--- config.mk ---
export PLATFORM = sky130hd
export DESIGN_NAME = multichannel_min_max_hold
export DESIGN_NICKNAME = d
export VERILOG_FILES = /design/src/rtl/core/mmh_pkg.sv /design/src/rtl/core/mmh_in_reg.sv /design/src/rtl/core/mmh_update.sv /design/src/rtl/core/multichannel_min_max_hold.sv
export SDC_FILE = /design/constraint.sdc
export NUM_CORES = 1
export LEC_CHECK = 0
export BUFFER_PORTS_ARGS = -buffer_cell sky130_fd_sc_hd__buf_2
export CAP_MARGIN = 20
export CORE_MARGIN = 3
export CORE_UTILIZATION = 45
export DETAILED_ROUTE_END_ITERATION = 12
export PLACE_DENSITY = 0.63
export SYNTH_ARGS = -nofsm -noshare
export SYNTH_HDL_FRONTEND = slang
export SYNTH_HIERARCHICAL = 1
export SYNTH_SLANG_ARGS = --single-unit
--- constraint.sdc ---
create_clock -name clk -period 9.6 [get_ports clk]
set_input_delay 1.92 -clock clk [delete_from_list [all_inputs] [get_ports clk]]
set_output_delay 1.92 -clock clk [all_outputs]
set_load 0.01 [all_outputs]
--- src/rtl/core/mmh_pkg.sv ---
// Shared constants and types for the multichannel min/max hold block.
package mmh_pkg;

  localparam int NUM_CHANNELS = 16;
  localparam int SAMPLE_BITS  = 16;
  localparam int CH_W         = 4;
  localparam int THR_W        = 14;
  localparam int CH_IDX_W     = (NUM_CHANNELS > 1) ? $clog2(NUM_CHANNELS) : 1;
  localparam int CMP_W        = ((SAMPLE_BITS > THR_W) ? SAMPLE_BITS : THR_W) + 1;

  localparam logic [THR_W-1:0] THRESH_MAX = THR_W'(12000);

  localparam logic signed [SAMPLE_BITS-1:0] SAMPLE_MOST_NEG =
    {1'b1, {(SAMPLE_BITS-1){1'b0}}};
  localparam logic signed [SAMPLE_BITS-1:0] SAMPLE_MOST_POS =
    {1'b0, {(SAMPLE_BITS-1){1'b1}}};

  // Input and output stream tdata widths
  localparam int IN_DATA_W  = 24;
  localparam int OUT_DATA_W = 40;

  typedef struct packed {
    logic [CH_W-1:0]               channel;
    logic signed [SAMPLE_BITS-1:0] sample_mv;
    logic                          first_in_frame;
    logic                          last_in_frame;
    logic                          reset_button;
  } item_t;

  typedef struct packed {
    logic [CH_W-1:0]               channel_out;
    logic signed [SAMPLE_BITS-1:0] held_max_mv;
    logic signed [SAMPLE_BITS-1:0] held_min_mv;
    logic                          over_flag;
    logic                          under_flag;
    logic                          frame_done;
  } result_t;

endpackage

--- src/rtl/core/mmh_in_reg.sv ---
// Input register stage: captures one sample transaction ahead of the update logic.
module mmh_in_reg (
  input  logic          clk,
  input  logic          rst_n,
  input  logic          in_valid,
  output logic          in_ready,
  input  mmh_pkg::item_t in_item,
  input  logic          advance,
  output logic          stage_valid,
  output mmh_pkg::item_t stage_item
);

  logic           valid_r;
  logic           valid_nxt;
  mmh_pkg::item_t item_r;

  // take a new transaction when empty or when the held one moves on
  assign in_ready = !valid_r || advance;

  always_comb begin
    valid_nxt = valid_r;
    if (in_ready) begin
      valid_nxt = in_valid;
    end
  end

  always_ff @(posedge clk) begin
    if (!rst_n) begin
      valid_r <= 1'b0;
    end else begin
      valid_r <= valid_nxt;
    end
  end

  always_ff @(posedge clk) begin
    if (in_ready && in_valid) begin
      item_r <= in_item;
    end
  end

  assign stage_valid = valid_r;
  assign stage_item  = item_r;

endmodule

--- src/rtl/core/mmh_update.sv ---
// Per-channel min/max stores, reset-edge clear and running over/under flags.
module mmh_update (
  input  logic                        clk,
  input  logic                        rst_n,
  input  logic                        fire,
  input  mmh_pkg::item_t              item,
  input  logic [mmh_pkg::THR_W-1:0]   thr,
  output mmh_pkg::result_t            result
);

  logic signed [mmh_pkg::SAMPLE_BITS-1:0] max_r   [mmh_pkg::NUM_CHANNELS];
  logic signed [mmh_pkg::SAMPLE_BITS-1:0] min_r   [mmh_pkg::NUM_CHANNELS];
  logic signed [mmh_pkg::SAMPLE_BITS-1:0] max_nxt [mmh_pkg::NUM_CHANNELS];
  logic signed [mmh_pkg::SAMPLE_BITS-1:0] min_nxt [mmh_pkg::NUM_CHANNELS];
  logic prev_lvl_r, prev_lvl_nxt;
  logic over_r, over_nxt;
  logic under_r, under_nxt;

  logic                                   clr;
  logic                                   in_range;
  logic [mmh_pkg::CH_IDX_W-1:0]           idx;
  logic signed [mmh_pkg::SAMPLE_BITS-1:0] cur_max, cur_min;
  logic signed [mmh_pkg::SAMPLE_BITS-1:0] new_max, new_min;
  logic signed [mmh_pkg::CMP_W-1:0]       thr_s, nthr_s, max_x, min_x;
  logic                                   over_base, under_base;

  always_comb begin
    clr      = item.first_in_frame && item.reset_button && !prev_lvl_r;
    in_range = int'(item.channel) < mmh_pkg::NUM_CHANNELS;
    idx      = item.channel[mmh_pkg::CH_IDX_W-1:0];

    // a button edge clears every channel before this sample lands
    cur_max = clr ? mmh_pkg::SAMPLE_MOST_NEG : max_r[idx];
    cur_min = clr ? mmh_pkg::SAMPLE_MOST_POS : min_r[idx];
    new_max = (item.sample_mv > cur_max) ? item.sample_mv : cur_max;
    new_min = (item.sample_mv < cur_min) ? item.sample_mv : cur_min;

    thr_s  = signed'({{(mmh_pkg::CMP_W-mmh_pkg::THR_W){1'b0}}, thr});
    nthr_s = -thr_s;
    max_x  = mmh_pkg::CMP_W'(new_max);
    min_x  = mmh_pkg::CMP_W'(new_min);

    over_base  = item.first_in_frame ? 1'b0 : over_r;
    under_base = item.first_in_frame ? 1'b0 : under_r;
    over_nxt   = over_base  || (in_range && (max_x > thr_s));
    under_nxt  = under_base || (in_range && (min_x < nthr_s));

    prev_lvl_nxt = item.first_in_frame ? item.reset_button : prev_lvl_r;

    for (int i = 0; i < mmh_pkg::NUM_CHANNELS; i++) begin
      if (in_range && (idx == mmh_pkg::CH_IDX_W'(i))) begin
        max_nxt[i] = new_max;
        min_nxt[i] = new_min;
      end else if (clr) begin
        max_nxt[i] = mmh_pkg::SAMPLE_MOST_NEG;
        min_nxt[i] = mmh_pkg::SAMPLE_MOST_POS;
      end else begin
        max_nxt[i] = max_r[i];
        min_nxt[i] = min_r[i];
      end
    end

    result.channel_out = item.channel;
    result.held_max_mv = in_range ? new_max : mmh_pkg::SAMPLE_MOST_NEG;
    result.held_min_mv = in_range ? new_min : mmh_pkg::SAMPLE_MOST_POS;
    result.over_flag   = over_nxt;
    result.under_flag  = under_nxt;
    result.frame_done  = item.last_in_frame;
  end

  always_ff @(posedge clk) begin
    if (!rst_n) begin
      for (int i = 0; i < mmh_pkg::NUM_CHANNELS; i++) begin
        max_r[i] <= mmh_pkg::SAMPLE_MOST_NEG;
        min_r[i] <= mmh_pkg::SAMPLE_MOST_POS;
      end
      prev_lvl_r <= 1'b0;
      over_r     <= 1'b0;
      under_r    <= 1'b0;
    end else if (fire) begin
      for (int i = 0; i < mmh_pkg::NUM_CHANNELS; i++) begin
        max_r[i] <= max_nxt[i];
        min_r[i] <= min_nxt[i];
      end
      prev_lvl_r <= prev_lvl_nxt;
      over_r     <= over_nxt;
      under_r    <= under_nxt;
    end
  end

endmodule

--- src/rtl/core/multichannel_min_max_hold.sv ---
// Pipe: input register, update logic, result register, from which the result is sent.
// Throughput: one sample per cycle while the result is not stalled.
// A stalled result holds the pipe; the input register still takes one more sample.
// Reset (rst_n low, synchronous): all channels cleared to max -32768 / min 32767,
// flags and button level cleared, threshold back to 12000.
// Configuration writes are taken every cycle (cfg_ready is always high).
module multichannel_min_max_hold (
  input  logic                            clk,
  input  logic                            rst_n,
  input  logic                            in_tvalid,
  output logic                            in_tready,
  // [3:0] channel, [19:4] sample_mv, [20] reset_button, [23:21] zero
  input  logic [mmh_pkg::IN_DATA_W-1:0]   in_tdata,
  // [0] first_in_frame
  input  logic                            in_tuser,
  input  logic                            in_tlast,
  output logic                            out_tvalid,
  input  logic                            out_tready,
  // [3:0] channel_out, [19:4] held_max_mv, [35:20] held_min_mv,
  // [36] over_flag, [37] under_flag, [39:38] zero
  output logic [mmh_pkg::OUT_DATA_W-1:0]  out_tdata,
  output logic                            out_tlast,
  input  logic                            cfg_valid,
  output logic                            cfg_ready,
  input  logic [mmh_pkg::THR_W-1:0]       cfg_data
);

  mmh_pkg::item_t   in_item;
  mmh_pkg::item_t   stage_item;
  mmh_pkg::result_t upd_result;
  mmh_pkg::result_t res_r;
  logic             stage_valid;
  logic             advance;
  logic             out_valid_r, out_valid_nxt;
  logic [mmh_pkg::THR_W-1:0] thr_r;
  logic [mmh_pkg::THR_W-1:0] thr_eff;

  always_comb begin
    in_item.channel        = in_tdata[3:0];
    in_item.sample_mv      = signed'(in_tdata[19:4]);
    in_item.reset_button   = in_tdata[20];
    in_item.first_in_frame = in_tuser;
    in_item.last_in_frame  = in_tlast;
  end

  // move the staged sample into the result register when it is free
  assign advance = !out_valid_r || out_tready;

  mmh_in_reg u_in_reg (
    .clk         (clk),
    .rst_n       (rst_n),
    .in_valid    (in_tvalid),
    .in_ready    (in_tready),
    .in_item     (in_item),
    .advance     (advance),
    .stage_valid (stage_valid),
    .stage_item  (stage_item)
  );

  // out-of-range thresholds act as the maximum
  assign thr_eff = (thr_r > mmh_pkg::THRESH_MAX) ? mmh_pkg::THRESH_MAX : thr_r;

  mmh_update u_update (
    .clk    (clk),
    .rst_n  (rst_n),
    .fire   (stage_valid && advance),
    .item   (stage_item),
    .thr    (thr_eff),
    .result (upd_result)
  );

  assign cfg_ready = 1'b1;

  always_ff @(posedge clk) begin
    if (!rst_n) begin
      thr_r <= mmh_pkg::THRESH_MAX;
    end else if (cfg_valid && cfg_ready) begin
      thr_r <= cfg_data;
    end
  end

  always_comb begin
    out_valid_nxt = out_valid_r;
    if (advance) begin
      out_valid_nxt = stage_valid;
    end
  end

  always_ff @(posedge clk) begin
    if (!rst_n) begin
      out_valid_r <= 1'b0;
    end else begin
      out_valid_r <= out_valid_nxt;
    end
  end

  always_ff @(posedge clk) begin
    if (advance && stage_valid) begin
      res_r <= upd_result;
    end
  end

  assign out_tvalid = out_valid_r;
  assign out_tdata  = {2'b00, res_r.under_flag, res_r.over_flag,
                       res_r.held_min_mv, res_r.held_max_mv, res_r.channel_out};
  assign out_tlast  = res_r.frame_done;

endmodule

==> results of run 1 <==
[registers in the layout (all words and copies together), names as in the netlist]
name,cells
u_update/prev_lvl_r,1
u_update/over_r,1
out_tdata,38
out_tlast,1
u_in_reg/stage_valid,1
u_in_reg/stage_item,23
u_update/under_r,1
u_update/min_r,256
u_update/max_r,256
out_tvalid,1
thr_r,14
[worst max path at each step]
stage / to / startpoint / cells past startpoint / slack (ps)
global route: out_tdata[36] / u_in_reg/stage_item[19] / 24 / 1380
CTS: out_tdata[36] / u_in_reg/stage_item[19] / 24 / 1980
detailed placement: out_tdata[36] / u_in_reg/stage_item[19] / 24 / 1980
floorplan: u_update/max_r[12][0] / out_tready / 5 / 2960
global placement: out_tdata[36] / u_in_reg/stage_item[19] / 24 / 2030
finish: u_update/under_r / u_in_reg/stage_item[19] / 22 / 2030
[cell families after synthesis]
| logic type | synth area share [%] |
|---|---|
| AOI/OAI and AO/OA | 2.26 |
| xor gates and xnor gates | 0.320 |
| adders and majority gates | 2.84 |
| buffers and inverters | 3.65 |
| DFF | 64.4 |
| muxes | 14.9 |
| other | 0.0275 |
| and+or+nand+nor | 11.6 |
[synth_stat cells, types with 4 or more instances]
library cell,count
a21o_1,8
a21oi_1,16
a21oi_2,14
and3_1,4
buf_1,15
buf_2,40
buf_4,15
buf_6,9
clkbuf_1,52
dfxtp_1,19
edfxtp_1,574
ha_1,62
inv_1,59
inv_2,24
mux2i_1,16
mux2i_4,13
mux4_2,159
nand2_1,311
nand2b_1,9
nand3_1,16
nand4_1,12
nor2_1,298
nor2b_1,30
nor3_1,14
nor3b_2,5
nor4_1,5
o21ai_0,20
or2_1,7
or2_2,14
xnor2_1,9
[final cells by class]
| type | count | area, sq um | area share (%) |
|---|---|---|---|
| clock buffer | 83 | 1650 | 5.40 |
| multi-input combinational | 1098 | 8900 | 29.1 |
| tap | 773 | 967 | 3.17 |
| clock inverter | 31 | 251 | 0.823 |
| inverter | 83 | 312 | 1.02 |
| timing repair buffer | 125 | 843 | 2.76 |
| sequential | 593 | 17600 | 57.7 |
[layer usage]
metal | part of all wire (%) | up-vias | track usage [%]
met5 | 0.044 | - | 0
met4 | 3.6 | 2 | 8.65
met3 | 11 | 158 | 6.87
met2 | 46 | 848 | 37.1
met1 | 39 | 8433 | 31.4
li1 | - | 7063 | -
[power breakdown]
part | internal, W | leakage (nW) | switching, W
Combinational | 0.000223 | 3.75 | 0.000466
Sequential | 0.00293 | 5.16 | 0.0000416
Clock | 0.00128 | 0.924 | 0.000981
Total | 0.00443 | 9.84 | 0.00149
[through the flow]
step	total power (W)	area, sq um
after floorplan	0.00348	27400
after global placement	0.00368	28500
after detailed placement	0.00370	28600
after CTS	0.00596	30500
after global routing	0.00612	30500
final	0.00592	30500
[critical path, delay by kind of cell, from the launching register on]
| kind | cells | cell delay (ps) |
|---|---|---|
| adders and majority gates | 2 | 590 |
| AOI/OAI and AO/OA | 10 | 2230 |
| muxes | 3 | 1670 |
| DFF | 1 | 370 |
| buffers and inverters | 4 | 1080 |
| and+or+nand+nor | 3 | 1350 |
==> results.toml, run 1 <==
[status]
status = "finished, final reports clean"

[synthesis]
synthTopCellsByArea = "edfxtp_1 (63%), mux4_2 (13%), nand2_1 (4.3%), nor2_1 (4.1%), ha_1 (2.8%)"
synth_warnings = 6
synth_edf_count = 574
syn_area_sq_um = 27300
synthCells = 1905
ys_types = 68
synth_top_cell_area_share_pct = 63.0
ys.flop_type = "edfxtp_1"
synth_seq_cells = 593
synth_area_leader_cell = "edfxtp_1"
synth_seq_area_share_pct = 64.4
synth_area_per_cell_sq_um = 14.4
ys_async_sr_fraction_pct = 0

[flow_run]
maxCapViolCount = 0

[detailed_routing]
drt_iter0_drc = 1819
drt_first_pass_iters = 7
wl_per_cell_um = 26.6
wl_mm = 74.2
drc_errors = 0
vias = 16500
via_per_inst = 5.92
ant_nets = 0

[clock_tree]
tritoncts = "built"
insertion_delay_ps = 650
cts_buffer_depth = 3
clkSinkCount = 593
holdBufCountCts = 0
cts_max_level = 2
clkTransAtPathRegs_ps = 60
root_buffer = "clkbuf_16"
postCtsSetupBuffers = 0
cts_buffers = 61
cts_resized = 0

[worst_setup_path]
reg2regPathDepth = 22
crit_slowest_cell = "mux4_2"
crit_arrival_ps = 8140
cp.required_ps = 10170
r2r_slack_ps = 2030
crit_chain = "buf_12 -> mux4_2 -> mux4_2 -> or2_2 -> inv_1 -> ha_1 -> or4_1 -> o21ai_0 -> a31o_2 -> a31oi_1 -> a21oi_4 -> buf_4 -> mux2i_4 -> inv_2 -> ha_1 -> a21o_1 -> a21o_1 -> a211oi_1 -> o21ai_0 -> a211o_1 -> or4_1 -> o211ai_1"
cp_slowest_stage_delay_ps = 640
timing.rr.start = "u_in_reg/stage_item[19]"
r2r-end = "u_update/under_r"
startpoint_type = "flip-flop"
cp-end-kind = "flip-flop"
path_max_fanout = 85
critical_path_class = "flip-flop to flip-flop"

[placement]
hpwl_mm = 46.4
dp_cells = 2667
preCtsSetupSlack_ps = 1980
portBuffers = 82
gp_congestion = 0.858

[timing]
worst_slack_ps = 2030
hold_viol = 0
worst_slew_pin_slew_ps = 1150
fin_crit_ps = 7570
final-setup-viol-count = 0
holdWs_ps = 424
relSlewSlack_pct = 23.0
rsz0062_at_grt = "no"
final_max_slew_viol_count = 0
tns_ps = 0
finClkSkew_ps = 37.0
min_period_over_period_pct = 78.8
max_freq_mhz = 132

[final_layout]
postLayoutCoreUtil_pct = 51.3
fin_cells = 2786
layout_commonest_cell = "edfxtp_1"
syn_to_final_growth_pct = 11.7
diodes = 0
nets = 2069
layout_common_cells = "edfxtp_1 (574), nand2_1 (301), nor2_1 (291)"
fillCellCount = 4919
layout-drive-gt1-share_pct = 23.7

[worst_hold_path]
hold_start = "u_in_reg/stage_item[1]"
hold_path.class = "flip-flop to flip-flop"
min_to = "out_tlast"
holdPathStages = 0

[floorplanning]
rows = 89
dieArea_sq_um = 63800
die_h_um = 253
start_util_pct = 45.9
core_area_sq_um = 59600
die_x_um = 253
io_pins = 89

[grt]
grt_pass1_vias = 16800
antenna_found_initial = 0
grt_max_degree = 95
track_usage_pct = 23.6
grt_pass1_wl_mm = 109
grt-ovfl-total = 0

[pwr]
p_leak_nw = 9.84
powerDensity_nw_per_um2 = 194
max-vdd-ir-drop_uv = 138
(Power assumes the default switching activity.)
==> run 2, diff against run 1 <==
- ABC_AREA: unset -> 1
- clock period: 9.6 -> 7.9 ns (I/O delays scaled with it)
==> results.toml, run 2 <==
[status]
status = "finished, final reports clean"

[final_layout]
nets = 2433
layout_common_cells = "edfxtp_1 (574), nand2_1 (489), nor2_1 (292)"
fillCellCount = 5014
layout_commonest_cell = "edfxtp_1"
syn_to_final_growth_pct = 11.2
layout-drive-gt1-share_pct = 13.3
diodes = 0

[synthesis]
ys.flop_type = "edfxtp_1"
synthTopCellsByArea = "edfxtp_1 (65%), nand2_1 (7.0%), a22oi_1 (6.5%), nor2_1 (4.2%), ha_1 (2.9%)"
synth_seq_area_share_pct = 66.8
synth_edf_count = 574
synthCells = 2278
syn_area_sq_um = 26400
synth_warnings = 6
synth_seq_cells = 593
synth_top_cell_area_share_pct = 65.4
synth.most_common_cell = "edfxtp_1"
ys_types = 53
synth_area_per_cell_sq_um = 11.6
ys_async_sr_fraction_pct = 0
netlist_top_cells_count = "edfxtp_1 (574), nand2_1 (489), nor2_1 (292), a22oi_1 (229), a21oi_1 (126)"
synth_area_leader_cell = "edfxtp_1"

[worst_setup_path]
startpoint = "u_in_reg/stage_item[20]"
cp-end-kind = "flip-flop"
critical_path_class = "flip-flop to flip-flop"
r2r_slack_ps = 920
r2r-end = "out_tdata[36]"
crit_slowest_cell = "edfxtp_1"
path_max_fanout = 78
startpoint_type = "flip-flop"
timing.rr.start = "u_in_reg/stage_item[20]"
cp.required_ps = 8260
reg2regPathDepth = 28
cp_common_cell = "nand2_1"
crit_family = "compound AO/OA/AOI/OAI gates"
crit_arrival_ps = 7340
path_buf_inv = 4
cp_slowest_stage_delay_ps = 830

[grt]
grt_max_degree = 79
antenna_found_initial = 0
grt-ovfl-total = 0
grt_pass1_wl_mm = 106
grt_pass1_vias = 17300
track_usage_pct = 22.8

[pwr]
p_leak_nw = 9.74
powerDensity_nw_per_um2 = 246
total_power_w = 0.00722
max-vdd-ir-drop_uv = 193

[clock_tree]
cts_buffers = 55
clkSinkCount = 593
tritoncts = "built"
cts_resized = 0
postCtsSetupBuffers = 0
cts_buffer_depth = 3
cts_max_level = 2
clkTransAtPathRegs_ps = 60
holdBufCountCts = 0
insertion_delay_ps = 620
root_buffer = "clkbuf_16"

[timing]
rsz0062_at_grt = "no"
worst_slew_pin_slew_ps = 1100
tns_ps = 0
finClkSkew_ps = 17.5
relSlewSlack_pct = 25.5
fin_crit_ps = 6980
hold_viol = 0
min_period_over_period_pct = 88.3
final_max_slew_viol_count = 0
max_freq_mhz = 143
final-setup-viol-count = 0

[worst_hold_path]
hold_start = "u_in_reg/stage_item[1]"
hold_path.class = "flip-flop to flip-flop"
holdPathStages = 0
min_to = "out_tlast"

[detailed_routing]
vias = 18000
drt_iter0_drc = 1630
via_per_inst = 5.75
wl_met2_mm = 33.7
drc_errors = 0
wl_met3_mm = 5.97
wl_met1_mm = 29.0
highest_layer = "met4"
wl_mm = 70.5
drt_first_pass_iters = 5
wl_per_cell_um = 22.5
ant_nets = 0

[floorplanning]
die_h_um = 248
dieArea_sq_um = 61500
io_pins = 89
rows = 88
start_util_pct = 45.6
die_x_um = 248
core_area_sq_um = 57800

[placement]
hpwl_mm = 48.0
gp_congestion = 0.923
portBuffers = 82

[flow_run]
maxCapViolCount = 0
-- run 2: routing by layer --
metal,up-vias,global-route usage [%]
met3,82,3.63
met1,8913,31.6
met4,0,6.54
li1,8243,-
met2,772,37.4
met5,-,0
-- run 2: worst max path at each step --
stage	cells past startpoint	slack [ps]	to
final	28	920	out_tdata[36]
after global routing	28	500	out_tdata[37]
after CTS	28	1100	out_tdata[37]
after detailed placement	28	1140	out_tdata[37]
after global placement	28	1170	out_tdata[37]
after floorplan	5	890	u_update/max_r[11][0]
-- run 2: where the power goes --
part | internal [W] | switching (W) | leakage [nW]
Clock | 0.00141 | 0.00115 | 0.823
Sequential | 0.00358 | 0.0000498 | 5.22
Combinational | 0.000258 | 0.000783 | 3.70
Total | 0.00524 | 0.00198 | 9.74
-- run 2: cell families after synthesis --
kind of cell,share of synthesized area (%)
other cells,0.0285
xor+xnor,0.365
flops,66.8
compound gates,11.7
buf+inv,4.58
simple gates,13.6
fa+ha+maj,2.94
-- run 2: metrics by stage --
| stage | util [%] | setup WS, ps | instance area, sq um | instances | hold slack (ps) |
|---|---|---|---|---|---|
| 6_report | 50.7 | 923 | 29300 | 3132 | 433 |
| 5_1_grt | 50.7 | 504 | 29300 | 3132 | 452 |
| 4_1_cts | 50.7 | 1100 | 29300 | 3131 | 436 |
| 3_5_place_dp | 47.8 | 1140 | 27600 | 3033 | 421 |
| 3_3_place_gp | 47.7 | 1170 | 27600 | 3032 | 408 |
| 2_1_floorplan | - | 891 | 26400 | 2279 | 442 |
-- run 2: final cells by class --
type | instances | area, sq um | area share [%]
flip-flops and latches | 593 | 17600 | 60.1
multi-input cells | 1416 | 7670 | 26.2
clock buffers | 64 | 1410 | 4.81
well taps | 765 | 957 | 3.27
repair buffers | 146 | 933 | 3.18
inverters | 114 | 440 | 1.50
clock inverters | 34 | 280 | 0.956
==> run 3, diff against run 2 <==
--- a/config.mk
+++ b/config.mk
@@ -7,3 +7,2 @@
 export LEC_CHECK = 0
-export ABC_AREA = 1
 export BUFFER_PORTS_ARGS = -buffer_cell sky130_fd_sc_hd__buf_2
@@ -14,2 +13,3 @@
 export PLACE_DENSITY = 0.63
+export SETUP_SLACK_MARGIN = 0.2
 export SYNTH_ARGS = -nofsm -noshare
--- a/constraint.sdc
+++ b/constraint.sdc
@@ -3,2 +3,2 @@
 set_output_delay 1.58 -clock clk [all_outputs]
-set_load 0.01 [all_outputs]
+set_load 0.05 [all_outputs]
==> results.toml, run 3 (same netlist as run 1, synthesis figures left out) <==
[worst_hold_path]
hold_path.class = "flip-flop to flip-flop"

[final_layout]
layout_commonest_cell = "edfxtp_1"
layout-drive-gt1-share_pct = 25.0
diodes = 0
syn_to_final_growth_pct = 13.5
layout_common_cells = "edfxtp_1 (574), nand2_1 (301), nor2_1 (291)"
fillCellCount = 4834
nets = 2099

[worst_setup_path]
reg2regPathDepth = 22
cp-endpoint = "u_update/under_r"
path_max_fanout = 22
crit_arrival_ps = 7630
cp-end-kind = "flip-flop"
startpoint = "u_in_reg/stage_item[20]"
startpoint_type = "flip-flop"
r2r_slack_ps = 790
cp.required_ps = 8420
critical_path_class = "flip-flop to flip-flop"
timing.rr.start = "u_in_reg/stage_item[20]"
r2r-end = "u_update/under_r"

[clock_tree]
tritoncts = "built"
root_buffer = "clkbuf_16"
cts_max_level = 3
postCtsSetupBuffers = 0
clkTransAtPathRegs_ps = 60
insertion_delay_ps = 610
cts_resized = 0
cts_buffers = 67
holdBufCountCts = 0
clkSinkCount = 593
cts_buffer_depth = 3

[timing]
max_freq_mhz = 141
rsz0062_at_grt = "no"
fin_crit_ps = 7110
final-setup-viol-count = 0
holdWs_ps = 435
min_period_over_period_pct = 90.0
final_max_slew_viol_count = 0
tns_ps = 0
worst_slew_pin_slew_ps = 1190
worst_slack_ps = 793
finClkSkew_ps = 31.7
relSlewSlack_pct = 20.8
hold_viol = 0

[pwr]
total_power_w = 0.00758
max-vdd-ir-drop_uv = 162
powerDensity_nw_per_um2 = 244
p_leak_nw = 10.1

[grt]
grt_pass1_vias = 16700
antenna_found_initial = 0
grt-ovfl-total = 0
top_usage_layer = "met2"
grtUsageMet2_pct = 36.5
grt_max_degree = 59
use_met1_pct = 31.6
track_usage_pct = 23.5
grt_pass1_wl_mm = 108
use_met3_pct = 6.60

[detailed_routing]
wl_per_cell_um = 26.2
drt_iter0_drc = 1929
drc_errors = 0
via_per_inst = 5.90
ant_nets = 0
wl_mm = 73.7
vias = 16600
drt_first_pass_iters = 5

[floorplanning]
die_x_um = 253
core_area_sq_um = 59600
dieArea_sq_um = 63800
die_h_um = 253
rows = 89
start_util_pct = 45.9
io_pins = 89

[flow_run]
maxCapViolCount = 0

[placement]
gp_congestion = 0.874
hpwl_mm = 47.1
portBuffers = 82
preCtsSetupSlack_ps = 844

[status]
status = "finished, final reports clean"
==> run 3: cell types whose count changed in the layout (fill, tap and decap cells not counted), moves of 18 or more <==
cell / delta
a21oi_1: -107
a22oi_1: -229
a31oi_1: -20
inv_1: -18
mux4_2: +159
nand2_1: -188
nor2b_1: +30
==> run 3: per-stage QoR <==
step	area, sq um	std cells	utilization (%)
after floorplan	27400	1906	-
after global placement	28700	2685	48.1
after detailed placement	28800	2690	48.3
after CTS	30900	2809	51.9
after global routing	31000	2815	52.1
final	31000	2815	52.1
==> run 3: how the worst min path moves through the flow <==
| stage | from | to | slack [ps] | cells after the start |
|---|---|---|---|---|
| finish | u_in_reg/stage_item[1] | out_tlast | 430 | 0 |
| global route | u_in_reg/stage_item[1] | out_tlast | 440 | 0 |
| CTS | u_in_reg/stage_item[1] | out_tlast | 430 | 0 |
| detailed placement | u_in_reg/stage_item[1] | out_tlast | 430 | 0 |
| global placement | u_in_reg/stage_item[1] | out_tlast | 410 | 0 |
| floorplan | u_update/over_r | u_update/over_r | 440 | 2 |
==> run 3: layout make-up <==
cell class	count	area, sq um	share of cell area [%]
Clock inverter	30	292	0.939
Multi-Input combinational cell	1098	8880	28.6
Inverter	83	312	1.00
Sequential cell	593	17600	56.8
Tap cell	773	967	3.12
Timing Repair Buffer	149	1100	3.56
Clock buffer	89	1860	6.01
==> run 3: where the power goes <==
group	total, W	internal, W	switching [W]
combinational	0.000902	0.000293	0.000609
clock	0.00306	0.00185	0.00121
sequential	0.00361	0.00356	0.0000530
total	0.00758	0.00570	0.00188
==> run 3: metal layers <==
layer,wire length (um),vias up
li1,-,7118
met1,28900,8446
met2,34200,878
met3,8090,151
met4,2390,2
met5,80,-
==> run 3: worst max-delay path, cell delays in order, from the launching register on <==
cell	delay (ps)
edfxtp_1	910
buf_4	460
mux4_2	360
mux4_2	520
or2_2	340
inv_1	70
ha_1	230
a21oi_1	150
nor4_1	60
nor3b_1	190
a31oi_1	220
a21oi_4	210
buf_4	440
mux2i_2	810
inv_1	340
ha_1	390
nand2_1	90
nor3_1	70
nand2_1	120
nor2_1	50
a211o_1	330
or4_1	510
o211ai_1	100
